===== config.mk =====
export PLATFORM = sky130hd
export DESIGN_NAME = serial_param_frame_parser_top
export DESIGN_NICKNAME = d
export VERILOG_FILES = /design/src/serpf_pkg.sv /design/src/serial_param_frame_parser_top.sv
export SDC_FILE = /design/constraint.sdc
export NUM_CORES = 1
export LEC_CHECK = 0
export ABC_AREA = 0
export BUFFER_PORTS_ARGS = -buffer_cell sky130_fd_sc_hd__buf_2
export CAP_MARGIN = 20
export CORE_UTILIZATION = 50
export DETAILED_ROUTE_END_ITERATION = 7
export PLACE_DENSITY = 0.73
export SYNTH_ARGS = -nofsm -noshare
export SYNTH_HDL_FRONTEND = slang
export SYNTH_SLANG_ARGS = --single-unit

===== constraint.sdc =====
create_clock -name clk -period 3.16 [get_ports clk]
set_clock_uncertainty 0.2 [all_clocks]
set_input_delay 0.474 -clock clk [delete_from_list [all_inputs] [get_ports clk]]
set_output_delay 0.474 -clock clk [all_outputs]
set_load 0.01 [all_outputs]

===== src/serpf_pkg.sv =====
// shared constants and types for the serial parameter frame parser
package serpf_pkg;

  localparam int unsigned PAYLOAD_LEN = 56;
  localparam int unsigned WORD_LIMIT  = 14;

  localparam logic [7:0] HDR_FIRST  = 8'h55;
  localparam logic [7:0] HDR_SECOND = 8'hAA;
  localparam logic [7:0] TAIL_BYTE  = 8'h02;

  localparam logic [7:0] CMD_READ    = 8'h01;
  localparam logic [7:0] CMD_CAPTURE = 8'h02;
  localparam logic [7:0] CMD_SAVE    = 8'h03;

  localparam logic [1:0] KIND_WORD = 2'd0;
  localparam logic [1:0] KIND_READ = 2'd1;
  localparam logic [1:0] KIND_SAVE = 2'd2;

  // gather counter: four read slots plus the final merge slot
  localparam logic [2:0] GATHER_LAST = 3'd4;

  typedef enum logic [2:0] {
    ST_IDLE  = 3'b001,
    ST_FETCH = 3'b010,
    ST_OUT   = 3'b100
  } state_t;

endpackage


===== src/serial_param_frame_parser_top.sv =====
// serial parameter frame parser: header/command decode, payload capture, word readout
//
// usage: received serial bytes enter on the in_ stream, one byte per word.
// a header 0x55 0xaa followed by a command byte gives a read request (1), starts
// a 56-byte payload capture (2) or gives a save request (3). after a capture
// the next byte is the tail; a tail of 0x02 reads PARAM_COUNT (at most 14)
// little-endian 32-bit words back out of the payload memory.
// results leave on the out_ stream; out_tuser holds the result kind and out_tlast
// marks the final result that a byte caused. bytes that cause nothing give no result.
// timing: a request result appears in the output register in the cycle after
// its byte. each parameter word is gathered through the payload memory read
// port and byte merge register (four reads, one merge) and then held in the
// output register; the next byte is taken only after the whole readout is
// delivered. in_tready is high only while no result is pending.
// reset (synchronous, rst_n low) clears the byte history, the capture flag
// and count, and the sequencer; the payload memory is not cleared since every
// entry is written before a tail can read it.
// when the receiver stalls, the current result holds in the output register
// and the block takes no further input until all results are delivered.
module serial_param_frame_parser_top #(
  parameter int unsigned PARAM_COUNT = 14
) (
  input  logic        clk,
  input  logic        rst_n,
  input  logic        in_tvalid,
  output logic        in_tready,
  input  logic [7:0]  in_tdata,   // [7:0] rx_byte
  output logic        out_tvalid,
  input  logic        out_tready,
  output logic [39:0] out_tdata,  // [3:0] param_index, [35:4] param_word, zero pad
  output logic [1:0]  out_tuser,  // [1:0] kind
  output logic        out_tlast   // last
);
  import serpf_pkg::*;

  // number of words a tail emits, capped by what the store holds
  localparam int unsigned WORD_TOTAL = (PARAM_COUNT > WORD_LIMIT) ? WORD_LIMIT : PARAM_COUNT;
  localparam logic [3:0]  LAST_IDX   = 4'(WORD_TOTAL - 1);

  // control state
  state_t      state_r, state_nxt;
  logic [7:0]  prev_r, prev_nxt;
  logic [7:0]  prev2_r, prev2_nxt;
  logic        capt_r, capt_nxt;
  logic [5:0]  cnt_r, cnt_nxt;
  logic        word_mode_r, word_mode_nxt;
  logic        req_pend_r, req_pend_nxt;
  logic [1:0]  req_kind_r, req_kind_nxt;
  logic [3:0]  widx_r, widx_nxt;
  logic [2:0]  gcnt_r, gcnt_nxt;

  // payload registers
  logic [31:0] acc_r, acc_nxt;
  logic [1:0]  out_kind_r, out_kind_nxt;
  logic [3:0]  out_idx_r, out_idx_nxt;
  logic [31:0] out_word_r, out_word_nxt;
  logic        out_last_r, out_last_nxt;

  // payload memory, one write and one registered read port
  logic [7:0]  mem [PAYLOAD_LEN];
  logic        mem_we;
  logic [5:0]  rd_addr;
  logic [7:0]  rd_q;

  logic        in_acc, out_acc;
  logic [7:0]  rx;
  logic        hdr_seen, store_full, tail_hit, req_now;
  logic [31:0] merged;

  assign in_tready  = (state_r == ST_IDLE);
  assign out_tvalid = (state_r == ST_OUT);
  assign in_acc     = in_tvalid && in_tready;
  assign out_acc    = out_tvalid && out_tready;
  assign out_tdata  = {4'b0000, out_word_r, out_idx_r};
  assign out_tuser  = out_kind_r;
  assign out_tlast  = out_last_r;

  assign rx         = in_tdata;
  assign hdr_seen   = (prev2_r == HDR_FIRST) && (prev_r == HDR_SECOND);
  assign store_full = (cnt_r == 6'(PAYLOAD_LEN));
  assign tail_hit   = capt_r && store_full && (rx == TAIL_BYTE);
  assign req_now    = hdr_seen && ((rx == CMD_READ) || (rx == CMD_SAVE));
  assign mem_we     = in_acc && capt_r && !store_full;

  // word address is the slot index times four plus the byte lane
  assign rd_addr    = {widx_r, gcnt_r[1:0]};
  assign merged     = {rd_q, acc_r[31:8]};

  always_ff @(posedge clk) begin
    if (mem_we) begin
      mem[cnt_r] <= rx;
    end
    rd_q <= mem[rd_addr];
  end

  always_comb begin
    state_nxt     = state_r;
    prev_nxt      = prev_r;
    prev2_nxt     = prev2_r;
    capt_nxt      = capt_r;
    cnt_nxt       = cnt_r;
    word_mode_nxt = word_mode_r;
    req_pend_nxt  = req_pend_r;
    req_kind_nxt  = req_kind_r;
    widx_nxt      = widx_r;
    gcnt_nxt      = gcnt_r;
    acc_nxt       = acc_r;
    out_kind_nxt  = out_kind_r;
    out_idx_nxt   = out_idx_r;
    out_word_nxt  = out_word_r;
    out_last_nxt  = out_last_r;

    case (state_r)
      ST_IDLE: begin
        if (in_acc) begin
          // capture bookkeeping first, then the command check
          if (capt_r) begin
            if (!store_full) begin
              cnt_nxt = cnt_r + 6'd1;
            end else begin
              cnt_nxt  = '0;
              capt_nxt = 1'b0;
            end
          end
          if (hdr_seen && (rx == CMD_CAPTURE)) begin
            cnt_nxt  = '0;
            capt_nxt = 1'b1;
          end
          prev2_nxt    = prev_r;
          prev_nxt     = rx;
          req_pend_nxt = req_now;
          req_kind_nxt = (rx == CMD_READ) ? KIND_READ : KIND_SAVE;
          if (tail_hit) begin
            word_mode_nxt = 1'b1;
            widx_nxt      = '0;
            gcnt_nxt      = '0;
            state_nxt     = ST_FETCH;
          end else if (req_now) begin
            out_kind_nxt = (rx == CMD_READ) ? KIND_READ : KIND_SAVE;
            out_idx_nxt  = '0;
            out_word_nxt = '0;
            out_last_nxt = 1'b1;
            req_pend_nxt = 1'b0;
            state_nxt    = ST_OUT;
          end
        end
      end
      ST_FETCH: begin
        // read data is registered and arrives in the cycle after its address
        if (gcnt_r != 3'd0) begin
          acc_nxt = merged;
        end
        if (gcnt_r == GATHER_LAST) begin
          out_kind_nxt = KIND_WORD;
          out_idx_nxt  = widx_r;
          out_word_nxt = merged;
          out_last_nxt = (widx_r == LAST_IDX) && !req_pend_r;
          state_nxt    = ST_OUT;
        end else begin
          gcnt_nxt = gcnt_r + 3'd1;
        end
      end
      ST_OUT: begin
        if (out_acc) begin
          if (word_mode_r && (widx_r != LAST_IDX)) begin
            widx_nxt  = widx_r + 4'd1;
            gcnt_nxt  = '0;
            state_nxt = ST_FETCH;
          end else if (word_mode_r && req_pend_r) begin
            // a command that rode on the tail byte goes out after the words
            out_kind_nxt  = req_kind_r;
            out_idx_nxt   = '0;
            out_word_nxt  = '0;
            out_last_nxt  = 1'b1;
            word_mode_nxt = 1'b0;
            req_pend_nxt  = 1'b0;
          end else begin
            word_mode_nxt = 1'b0;
            req_pend_nxt  = 1'b0;
            state_nxt     = ST_IDLE;
          end
        end
      end
      default: begin
        state_nxt = ST_IDLE;
      end
    endcase
  end

  always_ff @(posedge clk) begin
    if (!rst_n) begin
      state_r     <= ST_IDLE;
      prev_r      <= '0;
      prev2_r     <= '0;
      capt_r      <= 1'b0;
      cnt_r       <= '0;
      word_mode_r <= 1'b0;
      req_pend_r  <= 1'b0;
      req_kind_r  <= KIND_READ;
      widx_r      <= '0;
      gcnt_r      <= '0;
    end else begin
      state_r     <= state_nxt;
      prev_r      <= prev_nxt;
      prev2_r     <= prev2_nxt;
      capt_r      <= capt_nxt;
      cnt_r       <= cnt_nxt;
      word_mode_r <= word_mode_nxt;
      req_pend_r  <= req_pend_nxt;
      req_kind_r  <= req_kind_nxt;
      widx_r      <= widx_nxt;
      gcnt_r      <= gcnt_nxt;
    end
  end

  always_ff @(posedge clk) begin
    acc_r      <= acc_nxt;
    out_kind_r <= out_kind_nxt;
    out_idx_r  <= out_idx_nxt;
    out_word_r <= out_word_nxt;
    out_last_r <= out_last_nxt;
  end

`ifndef ASSERT_OFF
  // input is never taken while a result is pending
  a_no_overlap: assert property (@(posedge clk) disable iff (!rst_n)
    !(in_tready && out_tvalid))
    else $error("input ready while result pending");

  // capture count stays within the payload memory
  a_cnt_range: assert property (@(posedge clk) disable iff (!rst_n)
    cnt_r <= 6'(PAYLOAD_LEN))
    else $error("capture count out of range");

  // parameter words only name slots that exist
  a_idx_range: assert property (@(posedge clk) disable iff (!rst_n)
    (out_tvalid && (out_kind_r == KIND_WORD)) |-> (out_idx_r <= LAST_IDX))
    else $error("parameter index out of range");

  // a delivered final result returns the block to idle
  a_last_idle: assert property (@(posedge clk) disable iff (!rst_n)
    (out_acc && out_last_r) |=> (state_r == ST_IDLE))
    else $error("no return to idle after last result");
`endif

endmodule

# Yosys cells after proc, flatten, opt, wreduce, memory -nomap -nowiden
# Memories as Yosys holds them, arrays and structs flattened. A register that Yosys moved wholly into a read port is not among the register bits.
# Index checks and enable logic that the tools add are counted.
[totals]
elab_cells = 139
mem_bits_rw = 448
register_bits = 108
output_inout_bits = 45
in_bits = 12
mem_count = 1
[memory_table]
columns = ["memory", "words", "width", "rd", "rd_clocked_by_memory_dff", "wr", "line", "source"]
rows = [
  ["mem", 56, 8, 1, 1, 1, "serial_param_frame_parser_top.sv:60", "logic [7:0] mem [PAYLOAD_LEN];"],
]
[op_classes]
add_sub_neg = 3
muxes = 68
n_eq_ne = 24
reduce_logical = 28
[op_table]
columns = ["operator", "count"]
rows = [
  ["$mux W32", 7],
  ["$pmux W32 S3", 1],
  ["$mux W4", 11],
  ["$mux W3", 12],
  ["$mux W1", 18],
  ["$mux W6", 3],
  ["$pmux W3 S3", 2],
  ["$eq A8 B2 Y1 const B", 2],
  ["$mux W2", 8],
  ["$reduce_and A5 Y1", 3],
  ["$logic_and A1 B1 Y1", 12],
  ["$ne A2 B1 Y1 const B", 6],
  ["$pmux W4 S3", 1],
  ["$eq A8 B1 Y1 const B", 1],
  ["$eq A8 B7 Y1 const B", 1],
  ["$eq A8 B8 Y1 const B", 1],
  ["$ne A2 B2 Y1 const B", 4],
  ["$pmux W4 S2", 1],
  ["$reduce_and A8 Y1", 1],
  ["$add A6 B1 Y6 const B", 1],
  ["$eq A3 B3 Y1 const B", 2],
  ["$eq A6 B6 Y1 const B", 1],
  ["$pmux W2 S3", 1],
  ["$reduce_and A6 Y1", 1],
  ["other kinds (17)", 22],
]

# Logic depth before layout (Yosys ltp)
[logic_depth]
depth_word = 7
ltp_mapped = 11
mapped_depth_nobuf = 7

# Least setup slack after synthesis
# No wires, ideal clock.
[synth_timing]
kind = "register to register"
start = "reg gcnt_r[1]"
end = "reg out_idx_r[0] (enable)"
required_time_ns = 2.559
slack_ns = -0.051
t_arrival_ns = 2.611
path_stages_with_launch = 9
setup_time_ns = 0.401
path_buffers = 3
period_less_slack_ns = 3.211
cell_sequence = "dfxtp_1 -> clkbuf_1 -> buf_2 -> clkinv_1 -> clkbuf_1 -> ha_1 -> and2_1 -> o211ai_2 -> and4b_1"
[synth_between]
elab_chain_len = 3
[synth_lines]
columns = ["item", "line", "source"]
rows = [
  ["start, declared", "serial_param_frame_parser_top.sv:50", "logic [2:0] gcnt_r, gcnt_nxt;"],
  ["start signal, assigned", "serial_param_frame_parser_top.sv:212", "gcnt_r <= gcnt_nxt;"],
  ["$eq A3 B3 Y1", "serial_param_frame_parser_top.sv:153", "if (gcnt_r == GATHER_LAST) begin"],
  ["$ne A2 B2 Y1 (no source line)", "-", ""],
  ["$reduce_and A8 Y1 (no source line)", "-", ""],
  ["end signal, assigned", "serial_param_frame_parser_top.sv:219", "out_idx_r <= out_idx_nxt;"],
  ["end, declared", "serial_param_frame_parser_top.sv:55", "logic [3:0] out_idx_r, out_idx_nxt;"],
]
# No other way between the ends.
# A chain may end at the register's enable or synchronous reset.

# Worst setup path in the final report
[layout_timing]
start = "reg cnt_r[1]"
end = "mem mem[7][1] (enable)"
[layout_between]
elab_chain_len = 5
[layout_lines]
columns = ["item", "line", "source"]
rows = [
  ["start, declared", "serial_param_frame_parser_top.sv:45", "logic [5:0] cnt_r, cnt_nxt;"],
  ["start signal, assigned", "serial_param_frame_parser_top.sv:207", "cnt_r <= cnt_nxt;"],
  ["$eq A6 B6 Y1", "serial_param_frame_parser_top.sv:80", "assign store_full = (cnt_r == 6'(PAYLOAD_LEN));"],
  ["$logic_not A1 Y1", "-", ""],
  ["$logic_and A1 B1 Y1", "serial_param_frame_parser_top.sv:83", "assign mem_we = in_acc && capt_r && !store_full;"],
  ["$mux W1", "serial_param_frame_parser_top.sv:90", "if (mem_we) begin"],
  ["$mux W1 (not written as such)", "serial_param_frame_parser_top.sv:91", "mem[cnt_r] <= rx;"],
  ["end, declared", "serial_param_frame_parser_top.sv:60", ""],
]
# Several ways; a longest one is shown, not always the timed one.

==> run_results.csv <==
group,metric,value,unit
sta,final-hold-violation-count,0,
final_layout,post_layout_nonfiller_instances,2014,
placement,detailed_place_hpwl,30900,µm
sta,setup_total_negative_slack,0,ps
synthesis,ys.flop_type,"sky130_fd_sc_hd__edfxtp_1",
pwr,power.share.sequential,55.8,%
clock_network,worst_skew_pair.late_latency,610,ps
setup_path,crit_required,3200,ps
synthesis,synth.yosys.seq_area_share,74.1,%
synthesis,async_flop_share,0,%
pwr,cellLeakagePower,8.07,nW
run,maxCapViolCount,0,
pwr,clkPwrFrac,43.0,%
synthesis,synth_enable_flop_cells,511,
sta,achievable-frequency,0.339,GHz
placement,placed_cell_area,0.0234,mm²
floorplan,die_height,211,µm
synthesis,unique_cell_type_count_in_the_yosys_netlist,64,
pwr,totalPowerFinal,14.4,mW
setup_path,timing.critical_path.to_type,"flip-flop",
synthesis,syn_area_per_cell,17.5,µm²
global_routing,grt-ovfl-total,0,
placement,gpl_congestion,0.852,
final_layout,multi_input_combinational_cell_area,0.00531,mm²
sta,worst-slew-pin-transition,946,ps
clock_network,clkSlewWorstSetupHoldPaths,60,ps
clock_network,cts_buffer_depth,3,
worst_hold_path,hold_path.class,"in -> reg",
setup_path,critical_path_arrival,2990,ps
placement,buffer_ports.inserted,52,
sta,fin_hold_ws,118,ps
final_layout,most-common-layout-cells,"sky130_fd_sc_hd__edfxtp_1 (511), sky130_fd_sc_hd__nand2_1 (117), sky130_fd_sc_hd__mux4_2 (96), sky130_fd_sc_hd__nor2_1 (92), sky130_fd_sc_hd__buf_4 (87)",
pwr,power.share.switching,19.6,%
final_layout,n_fill_cell,3181,
global_routing,total_routing_resource_utilization_after_global_routing,22.4,%
sta,grt_setup_unrepaired,"no",
setup_path,cp_num_buf_inv,1,
floorplan,floorplan.initialDensity,50.8,%
drt,num_vias,11800,
drt,drt-initial-drc-count,1176,
clock_network,post_cts_resize_count,0,
setup_path,delay_of_the_slowest_cell_on_the_worst_path,620,ps
setup_path,timing.critical_path.from_type,"flip-flop",
outcome,outcome,"completed",
floorplan,die_w,211,µm
global_routing,grt_pass1_vias,11700,
synthesis,synth_seq_cells,556,
setup_path,critical_path.cell_chain,"inv_1, ha_1, nand4_1, o211ai_2, or4_1, nor2_1",
final_layout,final_layout_size_suffix_gt1_share,26.5,%
global_routing,grt_first_pass_wirelength,73200,µm
final_layout,final_design_area_no_fill,0.0251,mm²
synthesis,syn-instance-count,1254,
global_routing,antenna_found_initial,3,
pwr,powerDensity,574,mW/mm²
sta,finalSetupViolations,0,
drt,wirelength,48700,µm
drt,drt_drc_violations_left,0,
drt,detail_route.wl_per_cell,24.2,µm
synthesis,number_of_synthesis_warnings,0,
drt,drt_first_pass_iters,7,
global_routing,grt_start_max_net_pins,58,
synthesis,syn_area,0.0219,mm²
pwr,vdd_ir_drop_max,0.500,mV
clock_network,tritoncts_clock_tree,"yes",
drt,ant_nets,0,
final_layout,area_growth_syn_to_layout,14.5,%
clock_network,numClockSinks,556,
setup_path,slowest_stage,"sky130_fd_sc_hd__or4_1",
final_layout,nNetsFinal,1404,
floorplan,core_area,0.0432,mm²
drt,viasPerCell,5.85,
sta,max_slew_margin,36.6,%
final_layout,mostFrequentLayoutCell,"sky130_fd_sc_hd__edfxtp_1",
placement,placed_cells_incl_taps,1913,
pwr,total_switching_power,2.82,mW
sta,drv_slew,0,
floorplan,number_of_placement_rows,76,
pwr,share_of_total_power_in_combinational_logic,1.3,%
setup_path,critical_path.max_fanout,10,
pwr,internal_power,11.6,mW
clock_network,clock_tree.root_cell,"sky130_fd_sc_hd__clkbuf_16",
final_layout,ff_latch_area,0.0163,mm²
clock_network,tritoncts.num_buffers,54,
sta,layout_min_cycle_time,2950,ps
floorplan,design.die.area,0.0447,mm²
clock_network,htree_levels,2,
floorplan,ioPinCount,57,
setup_path,worst-setup-path-type,"reg -> reg",
sta,finalCritPeriodShare,93.4,%
setup_path,cpLargestDelayFamily,"simple AND/OR/NAND/NOR gates",
[worst min-delay path, delay by kind of cell]
family,cells,cell delay (ps)
AOI/OAI and AO/OA,1,50
buffers and inverters,1,230
and+or+nand+nor,1,100
[sequential cells by signal, indices dropped and copies added (netlist names), 2 cells and up]
signal and flops:
req_kind_r 2, gcnt_r 3, state_r 3, cnt_r 6, rd_q 8, mem 448, prev_r 8, out_tuser 2
acc_r 24, prev2_r 8, widx_r 4, out_word_r 32, out_idx_r 4
[final timing paths]
kind	start	end	slack (ps)	cells past startpoint
min reg2reg	acc_r[25]$_DFFE_PP_	acc_r[17]$_DFFE_PP_	240	0
max	cnt_r[1]$_SDFFE_PN0P_	mem[7][1]$_DFFE_PP_	210	6
max reg2reg	cnt_r[1]$_SDFFE_PN0P_	mem[7][1]$_DFFE_PP_	210	6
min	in_tdata[0]	prev_r[0]$_SDFFE_PN0P_	120	3
[power by group through the flow]
stage	combinational, mW	sequential, mW	clock (mW)
after floorplan	0.0422	8.18	0
after global placement	0.169	8.18	0
after detailed placement	0.177	8.18	0
after CTS	0.179	8.02	6.26
after global routing	0.193	8.02	6.53
final	0.180	8.03	6.19
[metal layers]
metal / wire [µm] / GRT usage, % / vias to the layer above / part of all wire [%]
li1: - / - / 5184 / -
met1: 20000 / 31.7 / 5985 / 41
met2: 23800 / 36.0 / 547 / 49
met3: 3860 / 3.35 / 74 / 7.9
met4: 1080 / 6.82 / 0 / 2.2
met5: 0 / 0 / - / 0
[cell type report]
type,instances,share of cell area (%)
Inverter,12,0.199
Clock buffer,74,5.93
Tap cell,585,2.92
Clock inverter,24,0.803
Antenna cell,1,0.00997
Multi-Input combinational cell,615,21.2
Sequential cell,556,64.8
Timing Repair Buffer,147,4.20
[kinds of logic after synthesis]
logic type      share of synthesized area, %
compound gates                          3.68
other cells                           0.0171
mux                                     12.6
buf+inv                                 1.80
simple gates                            7.36
fa+ha+maj                              0.342
flops                                   74.1
xor+xnor                              0.0400
[synth_stat cells (10+ instances only)]
master	instances	share of area, %
sky130_fd_sc_hd__inv_1	10	0.17
sky130_fd_sc_hd__nand3_1	17	0.39
sky130_fd_sc_hd__and2_1	38	1.1
sky130_fd_sc_hd__nand2_1	117	2.0
sky130_fd_sc_hd__clkbuf_1	34	0.58
sky130_fd_sc_hd__a221oi_1	17	0.68
sky130_fd_sc_hd__dfxtp_1	45	4.1
sky130_fd_sc_hd__mux2i_1	16	0.73
sky130_fd_sc_hd__nor2_1	92	1.6
sky130_fd_sc_hd__a211oi_1	17	0.58
sky130_fd_sc_hd__nor3_1	16	0.37
sky130_fd_sc_hd__buf_2	26	0.59
sky130_fd_sc_hd__o21ai_0	19	0.43
sky130_fd_sc_hd__a21oi_1	31	0.71
sky130_fd_sc_hd__mux2_2	40	2.1
sky130_fd_sc_hd__edfxtp_1	511	70
sky130_fd_sc_hd__mux4_2	96	9.9
[stage by stage]
stage / setup slack, ps / utilization, %
after detailed placement: 238 / 54.2
after global placement: 303 / 54.2
after global routing: 40.3 / 58.1
after floorplan: 160 / -
after CTS: 230 / 58.1
final: 210 / 58.1
[timing repair]
| action | in CTS | in global routing |
|---|---|---|
| endpoints found under the hold margin | 2 | 0 |
| setup buffers | 0 | 0 |
| hold buffers | 2 | 0 |
No activity file was read; power rests on OpenSTA's default activity.
